## src/rtl/prpd_pkg.sv

```systemverilog
package prpd_pkg;

    // Run header detection
    localparam logic [7:0] RUN_MARK   = 8'hC0;
    localparam logic [7:0] COUNT_MASK = 8'h3F;

    // Register field widths
    localparam int unsigned LEN_BITS   = 13;
    localparam int unsigned NPL_BITS   = 3;
    localparam int unsigned PITCH_BITS = 15;
    localparam int unsigned RUN_BITS   = 6;

    // Configuration port
    localparam int unsigned CFG_IDX_BITS  = 3;
    localparam int unsigned CFG_DATA_BITS = PITCH_BITS;

    typedef logic [CFG_IDX_BITS-1:0] cfg_index_t;

    localparam cfg_index_t CFG_BYTES_PER_LINE = 3'd0;
    localparam cfg_index_t CFG_NUM_PLANES     = 3'd1;
    localparam cfg_index_t CFG_IMAGE_HEIGHT   = 3'd2;
    localparam cfg_index_t CFG_IMAGE_WIDTH    = 3'd3;
    localparam cfg_index_t CFG_ROW_PITCH      = 3'd4;

    // Register reset values
    localparam logic [LEN_BITS-1:0]   RST_BYTES_PER_LINE = 13'd320;
    localparam logic [NPL_BITS-1:0]   RST_NUM_PLANES     = 3'd1;
    localparam logic [LEN_BITS-1:0]   RST_IMAGE_HEIGHT   = 13'd200;
    localparam logic [LEN_BITS-1:0]   RST_IMAGE_WIDTH    = 13'd320;
    localparam logic [PITCH_BITS-1:0] RST_ROW_PITCH      = 15'd320;

    // Register file contents as seen by the decoder
    typedef struct packed {
        logic [LEN_BITS-1:0]   bytes_per_line;
        logic [NPL_BITS-1:0]   num_planes;
        logic [LEN_BITS-1:0]   image_height;
        logic [LEN_BITS-1:0]   image_width;
        logic [PITCH_BITS-1:0] row_pitch;
    } cfg_t;

endpackage

```

## src/rtl/prpd_cfg_regs.sv

```systemverilog
module prpd_cfg_regs
(
    input  logic                            clk,
    input  logic                            rst_n,
    input  logic                            wr_en,
    input  prpd_pkg::cfg_index_t            wr_index,
    input  logic [prpd_pkg::CFG_DATA_BITS-1:0] wr_data,
    output prpd_pkg::cfg_t                  cfg
);
    import prpd_pkg::*;

    cfg_t cfg_reg;
    cfg_t cfg_next;

    // Register decode; indexes past the list are dropped
    always_comb
    begin
        cfg_next = cfg_reg;
        if (wr_en)
        begin
            unique case (wr_index)
                CFG_BYTES_PER_LINE: cfg_next.bytes_per_line = wr_data[LEN_BITS-1:0];
                CFG_NUM_PLANES:     cfg_next.num_planes     = wr_data[NPL_BITS-1:0];
                CFG_IMAGE_HEIGHT:   cfg_next.image_height   = wr_data[LEN_BITS-1:0];
                CFG_IMAGE_WIDTH:    cfg_next.image_width    = wr_data[LEN_BITS-1:0];
                CFG_ROW_PITCH:      cfg_next.row_pitch      = wr_data[PITCH_BITS-1:0];
                default:            cfg_next = cfg_reg;
            endcase
        end
    end

    always_ff @(posedge clk or negedge rst_n)
    begin
        if (!rst_n)
        begin
            cfg_reg.bytes_per_line <= RST_BYTES_PER_LINE;
            cfg_reg.num_planes     <= RST_NUM_PLANES;
            cfg_reg.image_height   <= RST_IMAGE_HEIGHT;
            cfg_reg.image_width    <= RST_IMAGE_WIDTH;
            cfg_reg.row_pitch      <= RST_ROW_PITCH;
        end
        else
        begin
            cfg_reg <= cfg_next;
        end
    end

    assign cfg = cfg_reg;

endmodule

```

## src/rtl/pcx_rle_plane_decoder.sv

```systemverilog
// PCX 8-bit run-length plane decoder. Compressed bytes enter one item at a
// time; a byte with both top bits set loads a run count (low six bits) and
// the following byte is written that many times, any other byte is written
// once. Each decoded byte leaves with its frame address (stepping by the
// plane count), an in_image flag for padding past the visible width, a
// last_of_run flag on the final byte of an input, and image_done on the byte
// that completes the last line; after that all input is swallowed until
// reset. The single shared address adder produces one pixel address per cycle
// while the output is not stalled, and at the end of a plane scan does the
// row base and scan start updates in two further steps. The input is stalled
// for the whole time an item is in work. Registers may be written only while
// the decoder is idle.
module pcx_rle_plane_decoder
#(
    parameter int unsigned ADDR_BITS  = 20,
    parameter int unsigned MAX_PLANES = 4
)
(
    input  logic                               clk,
    input  logic                               rst_n,
    // compressed byte channel
    input  logic                               byte_valid,
    output logic                               byte_stall,
    input  logic [7:0]                         data_byte,
    // decoded pixel channel
    output logic                               pixel_valid,
    input  logic                               pixel_stall,
    output logic [7:0]                         pixel_value,
    output logic [19:0]                        pixel_addr,
    output logic                               in_image,
    output logic                               last_of_run,
    output logic                               image_done,
    // register write channel
    input  logic                               cfg_valid,
    output logic                               cfg_ready,
    input  prpd_pkg::cfg_index_t               cfg_index,
    input  logic [prpd_pkg::CFG_DATA_BITS-1:0] cfg_data
);
    import prpd_pkg::*;

    localparam int unsigned PW  = (MAX_PLANES > 1) ? $clog2(MAX_PLANES) : 1;
    localparam int unsigned CW  = PW + 1;
    localparam int unsigned COLW = LEN_BITS + 1;

    typedef enum logic [1:0] {
        S_IDLE,
        S_EMIT,
        S_ROW,
        S_ADDR
    } state_t;

    cfg_t cfg;

    state_t                state_reg;
    logic                  run_pending_reg;
    logic [RUN_BITS-1:0]   run_length_reg;
    logic [RUN_BITS-1:0]   remain_reg;
    logic [7:0]            value_reg;
    logic [COLW-1:0]       col_reg;
    logic [PW-1:0]         plane_reg;
    logic [LEN_BITS-1:0]   line_reg;
    logic [ADDR_BITS-1:0]  row_base_reg;
    logic [ADDR_BITS-1:0]  addr_reg;
    logic                  finished_reg;

    logic                  out_valid_reg;
    logic [7:0]            out_value_reg;
    logic [19:0]           out_addr_reg;
    logic                  out_in_image_reg;
    logic                  out_last_reg;
    logic                  out_done_reg;

    logic                  accept;
    logic                  out_free;
    logic [CW-1:0]         np_eff;
    logic [CW-1:0]         plane_inc;
    logic                  plane_wrap;
    logic [COLW-1:0]       col_inc;
    logic                  scan_end;
    logic [COLW-1:0]       line_inc;
    logic                  line_last;
    logic [ADDR_BITS-1:0]  add_a;
    logic [ADDR_BITS-1:0]  add_b;
    logic [ADDR_BITS-1:0]  add_sum;

    // Configuration registers
    assign cfg_ready = 1'b1;

    prpd_cfg_regs u_cfg_regs
    (
        .clk      (clk),
        .rst_n    (rst_n),
        .wr_en    (cfg_valid & cfg_ready),
        .wr_index (cfg_index),
        .wr_data  (cfg_data),
        .cfg      (cfg)
    );

    // Effective plane count: zero acts as one, clamp at MAX_PLANES
    always_comb
    begin
        priority if (cfg.num_planes == '0)
            np_eff = CW'(1);
        else if (32'(cfg.num_planes) > MAX_PLANES)
            np_eff = CW'(MAX_PLANES);
        else
            np_eff = CW'(cfg.num_planes);
    end

    // Scan position arithmetic
    assign col_inc    = col_reg + COLW'(1);
    assign scan_end   = col_inc >= {1'b0, cfg.bytes_per_line};
    assign plane_inc  = {1'b0, plane_reg} + CW'(1);
    assign plane_wrap = plane_inc >= np_eff;
    assign line_inc   = {1'b0, line_reg} + COLW'(1);
    assign line_last  = line_inc >= {1'b0, cfg.image_height};

    // Shared address adder: pixel step, row advance, scan start
    always_comb
    begin
        unique case (state_reg)
            S_ROW:
            begin
                add_a = row_base_reg;
                add_b = ADDR_BITS'(cfg.row_pitch);
            end
            S_ADDR:
            begin
                add_a = row_base_reg;
                add_b = ADDR_BITS'(plane_reg);
            end
            default:
            begin
                add_a = addr_reg;
                add_b = ADDR_BITS'(np_eff);
            end
        endcase
    end

    assign add_sum = add_a + add_b;

    // Handshake
    assign byte_stall = (state_reg != S_IDLE);
    assign accept     = byte_valid & ~byte_stall;
    assign out_free   = ~out_valid_reg | ~pixel_stall;

    // Sequencer and output register
    always_ff @(posedge clk or negedge rst_n)
    begin
        if (!rst_n)
        begin
            state_reg        <= S_IDLE;
            run_pending_reg  <= 1'b0;
            run_length_reg   <= '0;
            remain_reg       <= '0;
            value_reg        <= '0;
            col_reg          <= '0;
            plane_reg        <= '0;
            line_reg         <= '0;
            row_base_reg     <= '0;
            addr_reg         <= '0;
            finished_reg     <= 1'b0;
            out_valid_reg    <= 1'b0;
            out_value_reg    <= '0;
            out_addr_reg     <= '0;
            out_in_image_reg <= 1'b0;
            out_last_reg     <= 1'b0;
            out_done_reg     <= 1'b0;
        end
        else
        begin
            if (out_valid_reg && !pixel_stall)
            begin
                out_valid_reg <= 1'b0;
            end

            unique case (state_reg)
                S_IDLE:
                begin
                    if (accept && !finished_reg)
                    begin
                        priority if (run_pending_reg)
                        begin
                            run_pending_reg <= 1'b0;
                            remain_reg      <= run_length_reg;
                            value_reg       <= data_byte;
                            if (run_length_reg != '0)
                            begin
                                state_reg <= S_EMIT;
                            end
                        end
                        else if ((data_byte & RUN_MARK) == RUN_MARK)
                        begin
                            run_length_reg  <= RUN_BITS'(data_byte & COUNT_MASK);
                            run_pending_reg <= 1'b1;
                        end
                        else
                        begin
                            remain_reg <= RUN_BITS'(1);
                            value_reg  <= data_byte;
                            state_reg  <= S_EMIT;
                        end
                    end
                end

                S_EMIT:
                begin
                    if (out_free)
                    begin
                        out_valid_reg    <= 1'b1;
                        out_value_reg    <= value_reg;
                        out_addr_reg     <= 20'(addr_reg);
                        out_in_image_reg <= col_reg < {1'b0, cfg.image_width};
                        out_last_reg     <= (remain_reg == RUN_BITS'(1));
                        out_done_reg     <= (remain_reg == RUN_BITS'(1)) && scan_end
                                            && plane_wrap && line_last;
                        col_reg          <= col_inc;
                        addr_reg         <= add_sum;
                        remain_reg       <= remain_reg - RUN_BITS'(1);
                        if (remain_reg == RUN_BITS'(1))
                        begin
                            state_reg <= scan_end ? S_ROW : S_IDLE;
                        end
                    end
                end

                S_ROW:
                begin
                    col_reg <= '0;
                    if (plane_wrap)
                    begin
                        plane_reg    <= '0;
                        line_reg     <= line_inc[LEN_BITS-1:0];
                        row_base_reg <= add_sum;
                        if (line_last)
                        begin
                            finished_reg <= 1'b1;
                        end
                    end
                    else
                    begin
                        plane_reg <= plane_inc[PW-1:0];
                    end
                    state_reg <= S_ADDR;
                end

                S_ADDR:
                begin
                    addr_reg  <= add_sum;
                    state_reg <= S_IDLE;
                end

                default:
                begin
                    state_reg <= S_IDLE;
                end
            endcase
        end
    end

    assign pixel_valid = out_valid_reg;
    assign pixel_value = out_value_reg;
    assign pixel_addr  = out_addr_reg;
    assign in_image    = out_in_image_reg;
    assign last_of_run = out_last_reg;
    assign image_done  = out_done_reg;

`ifndef SYNTH
    // The final pixel of an image always closes its input's run
    a_done_is_last: assert property (@(posedge clk) disable iff (!rst_n)
        pixel_valid && image_done |-> last_of_run)
        else $error("image_done without last_of_run");

    // Emission never starts with an empty run count
    a_emit_nonzero: assert property (@(posedge clk) disable iff (!rst_n)
        state_reg == S_EMIT |-> remain_reg != '0)
        else $error("emitting with zero remaining count");

    // Plane index stays inside the supported plane range
    a_plane_range: assert property (@(posedge clk) disable iff (!rst_n)
        32'(plane_reg) < MAX_PLANES)
        else $error("plane index out of range");

    // Once finished, the sequencer never leaves idle again
    a_finished_idle: assert property (@(posedge clk) disable iff (!rst_n)
        finished_reg && state_reg == S_IDLE |=> state_reg == S_IDLE)
        else $error("activity after image finished");
`endif

endmodule
```

## config.mk

```make
export PLATFORM = sky130hd
export DESIGN_NAME = pcx_rle_plane_decoder
export DESIGN_NICKNAME = d
export VERILOG_FILES = /design/src/rtl/prpd_pkg.sv /design/src/rtl/prpd_cfg_regs.sv /design/src/rtl/pcx_rle_plane_decoder.sv
export SDC_FILE = /design/constraint.sdc
export NUM_CORES = 1
export LEC_CHECK = 0
export ABC_AREA = 1
export BUFFER_PORTS_ARGS = -buffer_cell sky130_fd_sc_hd__buf_2
export CAP_MARGIN = 30
export CORE_MARGIN = 2
export CORE_UTILIZATION = 60
export DETAILED_ROUTE_END_ITERATION = 10
export PLACE_DENSITY = 0.77
export SLEW_MARGIN = 40
export SYNTH_ARGS = -nofsm -noshare
export SYNTH_HDL_FRONTEND = slang
export SYNTH_SLANG_ARGS = --single-unit
export TNS_END_PERCENT = 100
```

## constraint.sdc

```tcl
create_clock -name clk -period 5 [get_ports clk]
set_clock_uncertainty 0.15 [all_clocks]
set_input_delay 0.25 -clock clk [delete_from_list [all_inputs] [get_ports clk]]
set_output_delay 0.25 -clock clk [all_outputs]
set_load 0.02 [all_outputs]
```

* Word level (Yosys, flattened, before mapping)
Index checks and enable logic that the tools add are counted. Widths: inputs -> output; s select.
Word-level totals: register bits 182, bits of input ports 31, output and inout port bits 34, logic and storage cells 113
Operators by class: add/sub/neg operators 5, order comparisons 5, equal/unequal tests 15, multiplexer cells 29, bitwise logic cells 6, reductions and logical operators 31
Operators by type and width (number):
- $mux 20 | 2
- $pmux 20 s2 | 1
- $pmux 15 s2 | 1
- $ge 14x13->1 | 2
- $pmux 14 s2 | 1
- $mux 6 | 4
- $add 20x20->20 | 1
- $reduce_and 2->1 | 10
- $mux 2 | 8
- $mux 8 | 2
- $add 13x1->14 const B | 1
- $add 14x1->14 const B | 1
- $lt 14x13->1 | 1
- $mux 14 | 1
- $pmux 6 s2 | 1
- $ne 2x2->1 const B | 4
- $pmux 2 s4 | 1
- $reduce_and 4->1 | 2
- $reduce_bool 2->1 | 4
- $eq 2x2->1 const B | 3
- $eq 3x2->1 const B | 2
- $eq 6x1->1 const B | 1
- $logic_not 3->1 | 2
- $mux 3 | 2
- 19 further kinds | 33

* Logic depth before layout (Yosys ltp)
word-level depth 7, gate-level depth with buffers 19, depth with buffers taken out 19

* Cells and area by module
Synthesis repeated with hierarchy kept, for this count alone.
Second synthesis, totals: cell total of the unflattened synthesis 1281, area total of the unflattened synthesis 9989.6 µm²
Modules (own cells, without submodules):
- pcx_rle_plane_decoder | instances 1, cells each 1021, area each 7678.6 µm², sequential area each 3128.0 µm²
- prpd_cfg_regs | instances 1, cells each 260, area each 2311.0 µm², sequential area each 1438.9 µm²

* Worst setup path after synthesis
Ideal clock, no wire load.
path kind reg-to-reg, from register (tool-made name), to register addr_reg[14], setup time 0.117 ns, arrival time 2.503 ns, required time 4.733 ns, path slack 2.230 ns, stages on the path, launching flop included 16, path buffers 3, clock period less this slack 2.770 ns, cell sequence dfrtp_1 buf_6 buf_6 clkbuf_1 o21ai_0 ha_1 fa_1 nand2_1 nand2_1 o21ai_1 o21bai_1 nand3_1 nand2_1 or2_2 nand3_1 nand2_1
RTL lines:
- end signal, assigned | RTL line pcx_rle_plane_decoder.sv:218 | addr_reg <= add_sum;
- end signal, assigned | RTL line pcx_rle_plane_decoder.sv:249 | addr_reg <= add_sum;
- end, declared | RTL line pcx_rle_plane_decoder.sv:63 | logic [ADDR_BITS-1:0] addr_reg;

==> flow_summary.toml <==
[power_and_ir_drop]
peakVddDrop_v = 0.0002991
fin_total_pwr_mw = 5.145
power_density_nw_per_um2 = 463.2
power_leakage_nw = 5.914

[cts]
clk_pin_slew_ps = 70
tritoncts.num_buffers = 17
clockBufferDepth = 2
postCtsSetupRepairBufs = 0
htree_levels = 4
numClockSinks = 182
cts-resized-gates = 0
clk-insertion-delay-late_ps = 440
root_buffer = "clkbuf_16"
cts_hold_buf = 12
cts_tree = "built"

[setup_path]
critPathMaxFanout = 31
slowest_delay_ps = 740
end_kind = "flip-flop"
crit_path_frequent_cell = "nand2_1"
cp-endpoint = "addr_reg[16]"
required_ps = 5170
arrival_ps = 3530
regToRegSetupSlack_ps = 1650
r2r_end = "addr_reg[16]"
critical_path_class = "flip-flop to flip-flop"
path_delay_family = "simple AND/OR/NAND/NOR gates"
crit_chain = "nand2_2 -> o22ai_1 -> nor2_1 -> ha_1 -> fa_1 -> nand2_1 -> nand2_1 -> o21ai_1 -> o21ai_1 -> nand2_1 -> nand2_1 -> nor2_1 -> nand3b_1 -> nand2_1"
startpoint_type = "flip-flop"
crit_buf_inv = 0
critPathSlowestCell = "dfrtp_2"
cp.depth = 14
r2r_cells = 14

[global_routing]
grt_pass1_vias = 7841
overflow = 0
antenna_found_initial = 0
grt_max_degree = 103
grt_use_total_pct = 27.01
grt_pass1_wl_mm = 37.95

[timing]
fmax_mhz = 298.1
rsz0062_at_grt = "no"
setup_violations = 0
setup_tns_ps = 0
hold_slack_ps = 10.97
period_needed_ps = 3355
tightest_slew_ps = 769.9
slew_viol_final = 0
slew_headroom_pct = 48.53
fin_crit_sh_pct = 67.10
hold_viol = 0

[yosys]
syn_nets = 1330
synth_area_per_cell_sq_um = 8.035
netlist_instances = 1237
ys_top_cells_by_area = "dfrtp_1 (43%), nand2_1 (14%), ha_1 (7.7%)"
yosys_warnings = 0
synth.yosys.seq_area_share_pct = 45.95
syn_area_sq_um = 9940
ys_seq_elements = 182
ys_types = 52
synth_area_leader_cell = "dfrtp_1"
yosysTopAreaCellShare_pct = 43.30

[status]
outcome = "finished clean"

[layout]
fill_cells = 1327
multiInputGateArea_sq_um = 4496
n_antenna_cell = 0
seq_area_sq_um = 4568
fin_nets = 1393
stdcell_count = 1533
utilization_pct = 67.70
syn_to_final_growth_pct = 11.74
largest_reg_flops = 57
drive_above_1_share_pct = 12.26

[detailed_routing]
ant_nets = 0
firstDrtPassIters = 5
vias = 8080
top_layer_used = "met4"
routed_wl_mm = 22.37
detail_route.wl_per_cell_um = 14.59
met3_wirelength_um = 991
detail_route.iter0.violations = 554
wl_met1_mm = 10.30
vias_per_cell = 5.271
drc = 0
met2WireLength_mm = 10.72

[floorplan]
dieArea_sq_um = 17610
num_rows = 47
coreArea_sq_um = 16410
die_h_um = 132.7
ios = 65
fp.dieW_um = 132.7
start_util_pct = 60.58

[min_path]
hp-class = "input port to flip-flop"
hold_path_startpoint = "cfg_data[8]"
hold_depth = 3

[run]
drv_cap = 0

[place]
numPortBuffers = 63
globalplace.congestion = 0.9165
dp_hpwl_mm = 15.62
dpl.cell_count = 1488
## cells in the mapped netlist (all sizes together)
library cell / count
or2: 4
nor3: 9
ha: 61
o211ai: 3
o21ai: 160
a21boi: 1
a22oi: 2
o221ai: 1
fa: 1
dfstp: 10
clkbuf: 17
dfrtp: 172
nor4: 2
nand3b: 7
nor2: 69
a22o: 2
mux2i: 2
nand4: 6
buf: 19
nand3: 48
a21oi: 36
o21a: 3
o21bai: 3
a31oi: 3
conb: 1
xnor2: 4
and2: 1
xor2: 19
inv: 186
a21o: 2
a32o: 1
o22ai: 13
nand2: 369
## through the flow
stage | instance area (sq um) | setup WS, ps
4_1_cts | 11070 | 1741
6_report | 11110 | 1645
2_1_floorplan | 9940 | 2230
3_3_place_gp | 10370 | 1430
3_5_place_dp | 10390 | 1741
5_1_grt | 11110 | 1386
## cells in the final DEF, fill, tap and decap left out, drive strengths merged, types with 6 or more instances in the layout
master,n
a21oi,36
dfstp,10
nor3,9
nand2,369
ha,61
nor2,69
nand3,48
clkinv,6
clkbuf,20
dlygate4sd3,12
buf,68
o21ai,160
o22ai,13
xor2,19
dfrtp,172
nand4,6
nand3b,7
inv,190
## worst min-delay path, delay by kind of cell
family / cells / cell delay, ps
AOI/OAI and AO/OA: 1 / 110
buffers and inverters: 2 / 230
## report_power, final
part / internal [mW] / switching (mW)
combinational: 0.608 / 1.10
clock: 0.709 / 0.604
sequential: 1.86 / 0.262
## metal layers
metal | global-route usage, % | vias to the layer above
met3 | 4.904 | 24
met2 | 44.36 | 172
met5 | 0 | -
met4 | 7.646 | 0
met1 | 37.13 | 3826
li1 | - | 4058
## cell type report
type	count	area share [%]
clock buffers	20	4.022
clock inverters	12	1.081
inverters	186	6.286
multi-input cells	833	40.48
flip-flops and latches	182	41.13
well taps	220	2.478
repair buffers	80	4.529
## how the worst min path moves through the flow
stage / to / slack (ps)
after floorplan: asynchronous set/reset pin / -200
after global placement: u_cfg_regs.cfg[19] / 250
after detailed placement: u_cfg_regs.cfg[19] / 260
after CTS: u_cfg_regs.cfg[32] / 20
after global routing: u_cfg_regs.cfg[32] / 30
final: u_cfg_regs.cfg[8] / 10
## cells by family (layout without fill, tap and decap cells)
family                   count (synthesis)  in the layout  synth area share, %
other                                    1              1              0.03773
adder cells (fa/ha/maj)                 62             62                7.880
AND/OR/NAND/NOR                        515            515                21.85
AO/OA/AOI/OAI                          230            230                12.90
buffers and inverters                  222            298                9.000
multiplexers                             2              2               0.2014
flip-flops                             182            182                45.95
XOR/XNOR                                23             23                2.178
Power figures use the tool's default switching activity.
